File: config.mk
export PLATFORM = sky130hd
export DESIGN_NAME = nec_ir_frame_decoder
export DESIGN_NICKNAME = d
export VERILOG_FILES = /design/src/sv/nir_pkg.sv /design/src/sv/nec_ir_frame_decoder.sv
export SDC_FILE = /design/constraint.sdc
export NUM_CORES = 1
export LEC_CHECK = 0
export ABC_CLOCK_PERIOD_IN_PS = 6500
export BUFFER_PORTS_ARGS = -buffer_cell sky130_fd_sc_hd__buf_2
export CAP_MARGIN = 5
export CORE_MARGIN = 3
export CORE_UTILIZATION = 60
export CTS_BUF_LIST = sky130_fd_sc_hd__clkbuf_16
export CTS_CLUSTER_SIZE = 12
export DETAILED_ROUTE_END_ITERATION = 12
export PLACE_DENSITY_LB_ADDON = 0.2
export SETUP_SLACK_MARGIN = 0.02
export SLEW_MARGIN = 25
export SYNTH_ARGS = -nofsm -noshare
export SYNTH_HDL_FRONTEND = slang
export SYNTH_SLANG_ARGS = --single-unit
File: constraint.sdc
create_clock -name clk_i -period 6.5 [get_ports clk_i]
set_input_delay 0 -clock clk_i [delete_from_list [all_inputs] [get_ports clk_i]]
set_output_delay 0 -clock clk_i [all_outputs]
set_load 0.05 [all_outputs]
File: src/sv/nir_pkg.sv
// ----------------------------------------------------------------------------
// NEC IR decoder package
// Shared types, register codes, reset values and the duration match function.
// ----------------------------------------------------------------------------
`default_nettype none

package nir_pkg;

  localparam int NirMaxSymbols    = 64;
  localparam int NirFullSymbols   = 34;
  localparam int NirRepeatSymbols = 2;
  localparam int NirHalfBits      = 16;

  localparam int NirDurW  = 15;
  localparam int NirTolW  = 10;
  localparam int NirCfgW  = 15;
  localparam int NirIdxCW = 3;

  localparam logic [NirTolW-1:0] NirRstTolerance   = 10'd200;
  localparam logic [NirDurW-1:0] NirRstLeaderMark  = 15'd9000;
  localparam logic [NirDurW-1:0] NirRstLeaderSpace = 15'd4500;
  localparam logic [NirDurW-1:0] NirRstRepeatSpace = 15'd2250;
  localparam logic [NirDurW-1:0] NirRstBitMark     = 15'd560;
  localparam logic [NirDurW-1:0] NirRstZeroSpace   = 15'd560;
  localparam logic [NirDurW-1:0] NirRstOneSpace    = 15'd1690;

  typedef enum logic [1:0] {
    StatusValid   = 2'd0,
    StatusRepeat  = 2'd1,
    StatusInvalid = 2'd2
  } status_e;

  typedef enum logic [NirIdxCW-1:0] {
    CfgTolerance   = 3'd0,
    CfgLeaderMark  = 3'd1,
    CfgLeaderSpace = 3'd2,
    CfgRepeatSpace = 3'd3,
    CfgBitMark     = 3'd4,
    CfgZeroSpace   = 3'd5,
    CfgOneSpace    = 3'd6
  } cfg_idx_e;

  typedef struct packed {
    logic [NirDurW-1:0] mark_duration;
    logic [NirDurW-1:0] space_duration;
    logic               last_symbol;
  } in_item_t;

  typedef struct packed {
    status_e     status;
    logic [15:0] address;
    logic [15:0] command;
  } out_item_t;

  // Strictly inside (spec - tol, spec + tol); a lower bound below zero never matches.
  function automatic logic near_spec(logic [NirDurW-1:0] meas,
                                     logic [NirDurW-1:0] spec,
                                     logic [NirTolW-1:0] tol);
    logic [NirDurW:0] upper;
    logic [NirDurW:0] lower;
    upper = {1'b0, spec} + {{(NirDurW+1-NirTolW){1'b0}}, tol};
    lower = {1'b0, spec} - {{(NirDurW+1-NirTolW){1'b0}}, tol};
    return ({{(NirDurW-NirTolW){1'b0}}, tol} <= spec) &&
           ({1'b0, meas} < upper) && ({1'b0, meas} > lower);
  endfunction

endpackage

`default_nettype wire

File: src/sv/nec_ir_frame_decoder.sv
// ----------------------------------------------------------------------------
// NEC IR frame decoder
// Checks one mark/space symbol per item and reports one result per frame.
// ----------------------------------------------------------------------------
// The result of a frame is registered and shows in the cycle after its last symbol is taken.
// Throughput: one symbol per cycle; the result register is the only buffer, so
// input stalls only while a result waits and the output side stalls.
// Reset: frame state, stored address/command and the output valid flag clear at
// once; timing registers return to the standard NEC values.
`default_nettype none

module nec_ir_frame_decoder
  import nir_pkg::*;
#(
  parameter int MaxSymbols = NirMaxSymbols
) (
  input  wire logic                clk_i,
  input  wire logic                rst_ni,
  input  wire logic                in_valid_i,
  output logic                     in_stall_o,
  input  wire in_item_t            in_data_i,
  output logic                     out_valid_o,
  input  wire logic                out_stall_i,
  output out_item_t                out_data_o,
  input  wire logic                cfg_we_i,
  input  wire logic [NirIdxCW-1:0] cfg_index_i,
  input  wire logic [NirCfgW-1:0]  cfg_data_i
);

  localparam int IdxW = $clog2(MaxSymbols + 1);

  // timing registers
  logic [NirTolW-1:0] tol_q;
  logic [NirDurW-1:0] leader_mark_q, leader_space_q, repeat_space_q;
  logic [NirDurW-1:0] bit_mark_q, zero_space_q, one_space_q;

  always_ff @(posedge clk_i or negedge rst_ni) begin
    if (!rst_ni) begin
      tol_q          <= NirRstTolerance;
      leader_mark_q  <= NirRstLeaderMark;
      leader_space_q <= NirRstLeaderSpace;
      repeat_space_q <= NirRstRepeatSpace;
      bit_mark_q     <= NirRstBitMark;
      zero_space_q   <= NirRstZeroSpace;
      one_space_q    <= NirRstOneSpace;
    end else if (cfg_we_i) begin
      unique case (cfg_idx_e'(cfg_index_i))
        CfgTolerance:   tol_q          <= cfg_data_i[NirTolW-1:0];
        CfgLeaderMark:  leader_mark_q  <= cfg_data_i;
        CfgLeaderSpace: leader_space_q <= cfg_data_i;
        CfgRepeatSpace: repeat_space_q <= cfg_data_i;
        CfgBitMark:     bit_mark_q     <= cfg_data_i;
        CfgZeroSpace:   zero_space_q   <= cfg_data_i;
        CfgOneSpace:    one_space_q    <= cfg_data_i;
        default: ;
      endcase
    end
  end

  // frame state
  logic [IdxW-1:0] sym_idx_q, sym_idx_d;
  logic            good_q, good_d;
  logic            rpt_q, rpt_d;
  logic [15:0]     addr_sh_q, addr_sh_d, cmd_sh_q, cmd_sh_d;
  logic [15:0]     saved_addr_q, saved_addr_d, saved_cmd_q, saved_cmd_d;
  logic            out_valid_q, out_valid_d;
  out_item_t       out_data_q, out_data_d;

  logic            accept;
  logic            lead_ok, rpt_ok, bit_mark_ok, one_ok, zero_ok;
  logic [IdxW-1:0] pos_m1;
  logic [3:0]      bit_sel;
  logic [15:0]     bit_mask;
  logic            full_frame, rpt_frame;
  status_e         status;

  assign in_stall_o = out_valid_q && out_stall_i;
  assign accept     = in_valid_i && !in_stall_o;

  assign lead_ok     = near_spec(in_data_i.mark_duration, leader_mark_q, tol_q);
  assign rpt_ok      = lead_ok &&
                       near_spec(in_data_i.space_duration, repeat_space_q, tol_q);
  assign bit_mark_ok = near_spec(in_data_i.mark_duration, bit_mark_q, tol_q);
  assign one_ok      = bit_mark_ok &&
                       near_spec(in_data_i.space_duration, one_space_q, tol_q);
  assign zero_ok     = bit_mark_ok &&
                       near_spec(in_data_i.space_duration, zero_space_q, tol_q);

  // address and command bits share the same low four index bits
  assign pos_m1   = sym_idx_q - IdxW'(1);
  assign bit_sel  = pos_m1[3:0];
  assign bit_mask = 16'(1) << bit_sel;

  always_comb begin
    sym_idx_d = sym_idx_q;
    good_d    = good_q;
    rpt_d     = rpt_q;
    addr_sh_d = addr_sh_q;
    cmd_sh_d  = cmd_sh_q;
    if (sym_idx_q >= IdxW'(MaxSymbols)) begin
      // overlong frame: drop the symbol
      good_d = 1'b0;
      rpt_d  = 1'b0;
    end else begin
      sym_idx_d = sym_idx_q + IdxW'(1);
      if (sym_idx_q == '0) begin
        if (!(lead_ok && near_spec(in_data_i.space_duration, leader_space_q, tol_q))) begin
          good_d = 1'b0;
        end
        rpt_d = rpt_ok;
      end else if (sym_idx_q <= IdxW'(2 * NirHalfBits)) begin
        if (one_ok) begin
          if (sym_idx_q <= IdxW'(NirHalfBits)) begin
            addr_sh_d = addr_sh_q | bit_mask;
          end else begin
            cmd_sh_d = cmd_sh_q | bit_mask;
          end
        end else if (!zero_ok) begin
          good_d = 1'b0;
        end
      end
    end
  end

  assign full_frame = (sym_idx_q == IdxW'(NirFullSymbols - 1)) && good_d;
  assign rpt_frame  = (sym_idx_q == IdxW'(NirRepeatSymbols - 1)) && rpt_d;

  always_comb begin
    priority if (full_frame) begin
      status = StatusValid;
    end else if (rpt_frame) begin
      status = StatusRepeat;
    end else begin
      status = StatusInvalid;
    end
  end

  always_comb begin
    saved_addr_d = saved_addr_q;
    saved_cmd_d  = saved_cmd_q;
    out_valid_d  = out_valid_q && out_stall_i;
    out_data_d   = out_data_q;
    if (accept && in_data_i.last_symbol) begin
      if (full_frame) begin
        saved_addr_d = addr_sh_d;
        saved_cmd_d  = cmd_sh_d;
      end
      out_valid_d        = 1'b1;
      out_data_d.status  = status;
      out_data_d.address = saved_addr_d;
      out_data_d.command = saved_cmd_d;
    end
  end

  always_ff @(posedge clk_i or negedge rst_ni) begin
    if (!rst_ni) begin
      sym_idx_q    <= '0;
      good_q       <= 1'b1;
      rpt_q        <= 1'b0;
      addr_sh_q    <= '0;
      cmd_sh_q     <= '0;
      saved_addr_q <= '0;
      saved_cmd_q  <= '0;
      out_valid_q  <= 1'b0;
    end else begin
      out_valid_q <= out_valid_d;
      if (accept) begin
        saved_addr_q <= saved_addr_d;
        saved_cmd_q  <= saved_cmd_d;
        if (in_data_i.last_symbol) begin
          // start a fresh frame
          sym_idx_q <= '0;
          good_q    <= 1'b1;
          rpt_q     <= 1'b0;
          addr_sh_q <= '0;
          cmd_sh_q  <= '0;
        end else begin
          sym_idx_q <= sym_idx_d;
          good_q    <= good_d;
          rpt_q     <= rpt_d;
          addr_sh_q <= addr_sh_d;
          cmd_sh_q  <= cmd_sh_d;
        end
      end
    end
  end

  always_ff @(posedge clk_i) begin
    out_data_q <= out_data_d;
  end

  assign out_valid_o = out_valid_q;
  assign out_data_o  = out_data_q;

endmodule

`default_nettype wire

==> results of run 1 <==
## logic make-up after synthesis
logic type / after synthesis
buffers and inverters: 184
XOR/XNOR: 151
adder cells (fa/ha/maj): 311
AND/OR/NAND/NOR: 517
AO/OA/AOI/OAI: 503
flip-flops: 208
multiplexers: 155
## metrics by stage
stage          instances  hold WS (ps)  cell area [um2]
2_1_floorplan       2029          -296            19200
3_3_place_gp        2443          5.41            20000
3_5_place_dp        2444          6.83            20000
4_1_cts             2515          18.6            21000
5_1_grt             2515          59.5            21000
6_report            2515          1.81            21000
## cells in the mapped netlist, drive strengths merged, types with 34 or more instances
master    n  share of area
clkbuf   66          0.013
nand2   108          0.021
nand4    34          0.011
o21ai    92          0.024
a21o     38          0.015
nor3     50          0.013
nor2b    34          0.011
xor2     56          0.026
ha      299           0.19
mux2    152          0.089
a21oi   120          0.031
xnor2    95          0.043
inv      92          0.018
dfrtp   143           0.19
edfxtp   34          0.053
nor2    136          0.027
## power breakdown
group	internal [uW]	leakage, uW	switching [uW]	total (uW)
Combinational	1980	0.00690	2810	4790
Sequential	1520	0.00251	252	1770
Clock	708	0.000373	558	1270
## worst max-delay path, stage by stage (launching register included)
cell and delay [ps]:
dfrtp_1 480, inv_1 220, ha_1 460, a21o_1 210, or3_1 300, o21ai_0 420, o21bai_1 130, a21oi_1 250
o21ai_0 160, nor3_1 200, xnor2_1 150, ha_1 280, a2111oi_0 420, o21ai_0 170, o31a_1 330, o21a_1 150
and2_2 430, buf_4 300, a41o_1 200, mux2_2 270
## registers in the layout, indices dropped and copies added, names as in the netlist, 10 cells and up
signal and flops:
repeat_space_q 15, leader_mark_q 15, bit_mark_q 15, leader_space_q 15, out_data_o 34, zero_space_q 15
addr_sh_q 16, one_space_q 15, saved_cmd_q 16, tol_q 10, cmd_sh_q 16, saved_addr_q 16
## how the worst max path moves through the flow
| stage | startpoint | endpoint | slack, ps | cells past startpoint |
|---|---|---|---|---|
| 3_3_place_gp | tol_q[4] | out_data_o[25] | 990 | 19 |
| 4_1_cts | tol_q[4] | out_data_o[26] | 760 | 19 |
| 2_1_floorplan | tol_q[1] | out_data_o[4] | 1250 | 19 |
| 5_1_grt | tol_q[4] | out_data_o[26] | 230 | 19 |
| 3_5_place_dp | tol_q[4] | out_data_o[26] | 790 | 19 |
| 6_report | tol_q[4] | out_data_o[26] | 680 | 19 |
## final cells by class
type | instances | area [um2] | share of cell area
Tap cell | 396 | 495 | 0.0236
Timing Repair Buffer | 136 | 876 | 0.0417
Multi-Input combinational cell | 1637 | 13100 | 0.625
Clock buffer | 24 | 601 | 0.0286
Clock inverter | 20 | 121 | 0.00578
Inverter | 94 | 353 | 0.0168
Sequential cell | 208 | 5410 | 0.258
## metal layers
layer	vias to the layer above	wire [um]	global-route usage
li1	7641	-	-
met3	96	3040	0.0338
met5	-	22	0
met2	552	23600	0.493
met4	4	1390	0.0783
met1	7636	23800	0.430
==> results.toml, run 1 <==
[placed_design]
gp_congestion = 0.945
dp_hpwl_um = 39900
io_buffer_count = 89
dp_slack_ps = 790

[yosys]
synth_xor_area_frac = 0.0688
synth_fp_nets = 2394
synth_compound_area_frac = 0.179
ys_warn_count = 0
syn_area_per_cell_um2 = 9.48
synth.area.mux_share = 0.0906
synth_top_family_by_area = "adder cells"
ys_seq_elements = 208
synthFlopType = "dfrtp_1"
yosysUniqueCellTypes = 81
synthCells = 2029
synthAdderAreaFrac = 0.207
yosys.area_share.simple = 0.135
postSynth.asyncResetShare = 0.837
synthesis.area_um2 = 19200
synth-edff-count = 34
ys_seq_area_frac = 0.282

[die]
die_h_um = 185
die_w_um = 185
rows = 64
ios = 90
initial_core_util = 0.619
dieArea_um2 = 34200
coreArea_um2 = 31100

[cts]
post_cts_resized = 0
ctsHoldBuffers = 27
cts_setup_buffers = 0
clk_pin_slew_worst_paths_ps = 60
htreeDepth = 1
cts_root_buf = "clkbuf_16"
cts.sinks = 208
cts_tree = "yes"
cts_inserted_buffers = 24
clockBufferDepth = 3
clock_latency_ps = 530

[setup_path]
r2r_cells = 19
r2r_setup_slack_ps = 680
critPathLaunchType = "register"
cp_max_fo = 37
r2r_start = "tol_q[4]"
r2r_end = "out_data_o[26]"
cp_data_required_time_ps = 6770
crit_path_end_kind = "register"
path_class = "register to register"
crit_arrival_ps = 6090

[power_and_ir_drop]
power.total_uw = 7830
ir_worst_vdd_mv = 0.250
power_density_nw_per_um2 = 373
power_leakage_uw = 0.00977

[finish]
antenna_cells = 0
mostFrequentLayoutCell = "ha_1"
areaGrowthSynthToFinish_pct = 9.16
drive_gt1_frac = 0.148
utilization = 0.675
final_nets = 2466
fillers = 2619
most-common-layout-cells = "ha_1 (299), dfrtp_1 (143), nor2_1 (135)"

[timing]
fmax_ghz = 0.172
period_share = 0.895
post-route-min-period_ps = 5820
final_max_slew_viol_count = 0
setup_viol = 0
fin_skew_ps = 16.0
fin_ws_ps = 682
rsz0062_at_grt = "false"
relSlewSlack = 0.287
worstMarginPinSlew_ps = 1070
finalHoldViolCount = 0
fin_tns_setup_ps = 0

[global_routing]
grt_pass1_vias = 15400
track_usage = 0.302
grt_max_degree = 72
overflow = 0
antenna_found_initial = 2
grt_pass1_wl_um = 82900

[route]
vias_per_cell = 6.33
drt-wirelength-per-cell_um = 20.6
drt-total-wl_um = 51800
vias = 15900
drt_iter0_markers = 1351
route.detailed.drc = 0
final_antenna_net_count = 0
firstDrtPassIters = 5

[run_status]
outcome = "completed"

[hold_path]
hold_class = "input port to asynchronous set/reset pin"

[job]
drv_cap = 0
(Power assumes the default switching activity.)
==> run 2: changes to the inputs <==
Settings changed: ABC_CLOCK_PERIOD_IN_PS 6500 to 5800, SKIP_LAST_GASP set to 1.
Clock period 6.5 ns to 5.8 ns, I/O delays scaled along.
==> run 2 against run 1 <==
The run now ends with negative hold slack left. Clock power is 13% higher. Worst setup slack worse by 230 ps. Via count is 0.34% lower. Register-to-register slack worse by 230 ps. Cell count hardly changed. Sequential share of layout area is 0.078 points lower. Worst hold slack worse by 17 ps. Power is 13% higher. Cell area is 0.30% higher. Non-clock buffer count is 2 higher.
==> results.toml, run 2 (synthesis results as in run 1) <==
[timing]
fin_ws_ps = 451
fin_tns_setup_ps = 0
post-route-min-period_ps = 5350
fin_hold_ws_ps = -15.7
relSlewSlack = 0.297
final_max_slew_viol_count = 0
fmax_ghz = 0.187
worstMarginPinSlew_ps = 1050
finalHoldViolCount = 6
setup_viol = 0
fin_skew_ps = 10.9
period_share = 0.922
rsz0062_at_grt = "false"

[finish]
antenna_cells = 0
areaGrowthSynthToFinish_pct = 9.49
most-common-layout-cells = "ha_1 (299), dfrtp_1 (143), nor2_1 (135)"
fillers = 2516
multi_input_area_um2 = 13100
mostFrequentLayoutCell = "ha_1"
design_area_um2 = 21100
drive_gt1_frac = 0.154
register_area_um2 = 5410
layout.cells.non_filler = 2517
largest_reg_flops = 34
final_nets = 2468

[placed_design]
dp_hpwl_um = 40700
io_buffer_count = 89
gp_congestion = 0.937
dp_cells = 2452
dpl_cell_area_um2 = 20100
dp_slack_ps = 439

[setup_path]
critPathSlowestCell = "dfstp_2"
critPathLaunch = "tol_q[6]"
r2r_start = "tol_q[6]"
critPathLaunchType = "register"
crit_arrival_ps = 5630
cp_slowest_stage_delay_ps = 620
cp_data_required_time_ps = 6080
cp_max_fo = 33
path_class = "register to register"
crit_path_end_kind = "register"
crit_top_cell = "a21oi_1"
worstPathCellList = "inv_1 -> ha_1 -> inv_1 -> a2111oi_0 -> nand3_1 -> a21oi_1 -> o21bai_1 -> a21oi_1 -> nand4b_1 -> xor2_1 -> ha_1 -> a2111o_1 -> a21oi_1 -> o21ai_0 -> a31oi_1 -> nand3_1 -> o21ai_2 -> buf_12 -> mux2_2"

[die]
die_h_um = 185
rows = 64
die_w_um = 185
ios = 90
coreArea_um2 = 31100
dieArea_um2 = 34200
initial_core_util = 0.619

[route]
drt-total-wl_um = 53000
drt-wirelength-per-cell_um = 21.1
vias = 15900
firstDrtPassIters = 6
route.detailed.drc = 0
drt_iter0_markers = 1168
final_antenna_net_count = 0
vias_per_cell = 6.31

[cts]
cts_root_buf = "clkbuf_16"
cts_tree = "yes"
htreeDepth = 1
clock_latency_ps = 540
cts.sinks = 208
clk_pin_slew_worst_paths_ps = 60
clockBufferDepth = 3
cts_inserted_buffers = 24
cts_setup_buffers = 0

[power_and_ir_drop]
power_leakage_uw = 0.00982
ir_worst_vdd_mv = 0.280
power_density_nw_per_um2 = 420

[global_routing]
antenna_found_initial = 1
grt_max_degree = 70
overflow = 0
track_usage = 0.308
grt_pass1_wl_um = 84200
grt_pass1_vias = 15300

[run_status]
outcome = "complete, but fails checks"
violations = "negative hold slack"

[hold_path]
hold_class = "input port to asynchronous set/reset pin"

[job]
drv_cap = 0
==> run 2: changes by cell type in the layout (fill, tap and decap cells not counted), moves of 2 or more <==
cell           delta
inv_1             +3
buf_12            +3
buf_4             +6
dlygate4sd3_1     -8
clkinv_4          +2
clkinv_1          -7
==> run 2: worst paths after layout <==
path,endpoint,slack (ps),cells after the start
max,out_data_o[8],450,19
min,cmd_sh_q[8],-20,2
max reg2reg,out_data_o[8],450,19
min reg2reg,saved_addr_q[14],480,1
max in group asynchronous,one_space_q[0],4550,3
min in group clk_i,leader_mark_q[0],10,3
==> run 2: stage by stage <==
stage	utilization	power, uW
after floorplan	-	5890
after global placement	0.646	7120
after detailed placement	0.647	7260
after CTS	0.677	8750
after global routing	0.678	9580
final	0.678	8840
==> run 2: cell type report <==
class | count | area share
tap | 396 | 0.0235
timing repair buffer | 138 | 0.0433
clock buffer | 24 | 0.0285
clock inverter | 20 | 0.00648
inverter | 94 | 0.0168
multi-input combinational | 1637 | 0.624
sequential | 208 | 0.257
==> run 2: worst max-delay path: cells and delay by family (launching register included) <==
kind / cells / cell delay (ps)
AND/OR/NAND/NOR: 3 / 530
XOR/XNOR: 1 / 160
flip-flops: 1 / 620
adder cells (fa/ha/maj): 2 / 740
multiplexers: 1 / 370
buffers and inverters: 3 / 570
AO/OA/AOI/OAI: 9 / 2050
==> run 2: timing repair <==
action	4_1_cts	5_1_grt
endpoints found under the setup margin	0	3
hold buffers	19	0
hold endpoints to repair	159	0
resized for setup	0	1
==> run 2: report_power, final <==
group	internal [uW]	total (uW)	switching (uW)	leakage, uW
clock network	799	1440	637	0.000390
logic	2250	5440	3190	0.00693
registers	1700	1960	260	0.00251
total	4750	8840	4090	0.00982
==> run 2: per-layer routing <==
metal  track usage  wire length, um  vias to the layer above  share of wire
met2         0.494            24000                      438           0.45
met5             0               13                        -        0.00025
met1         0.448            25000                     7694           0.47
met4        0.0810             1390                        2          0.026
met3        0.0304             2510                       96          0.047
li1              -                -                     7645              -
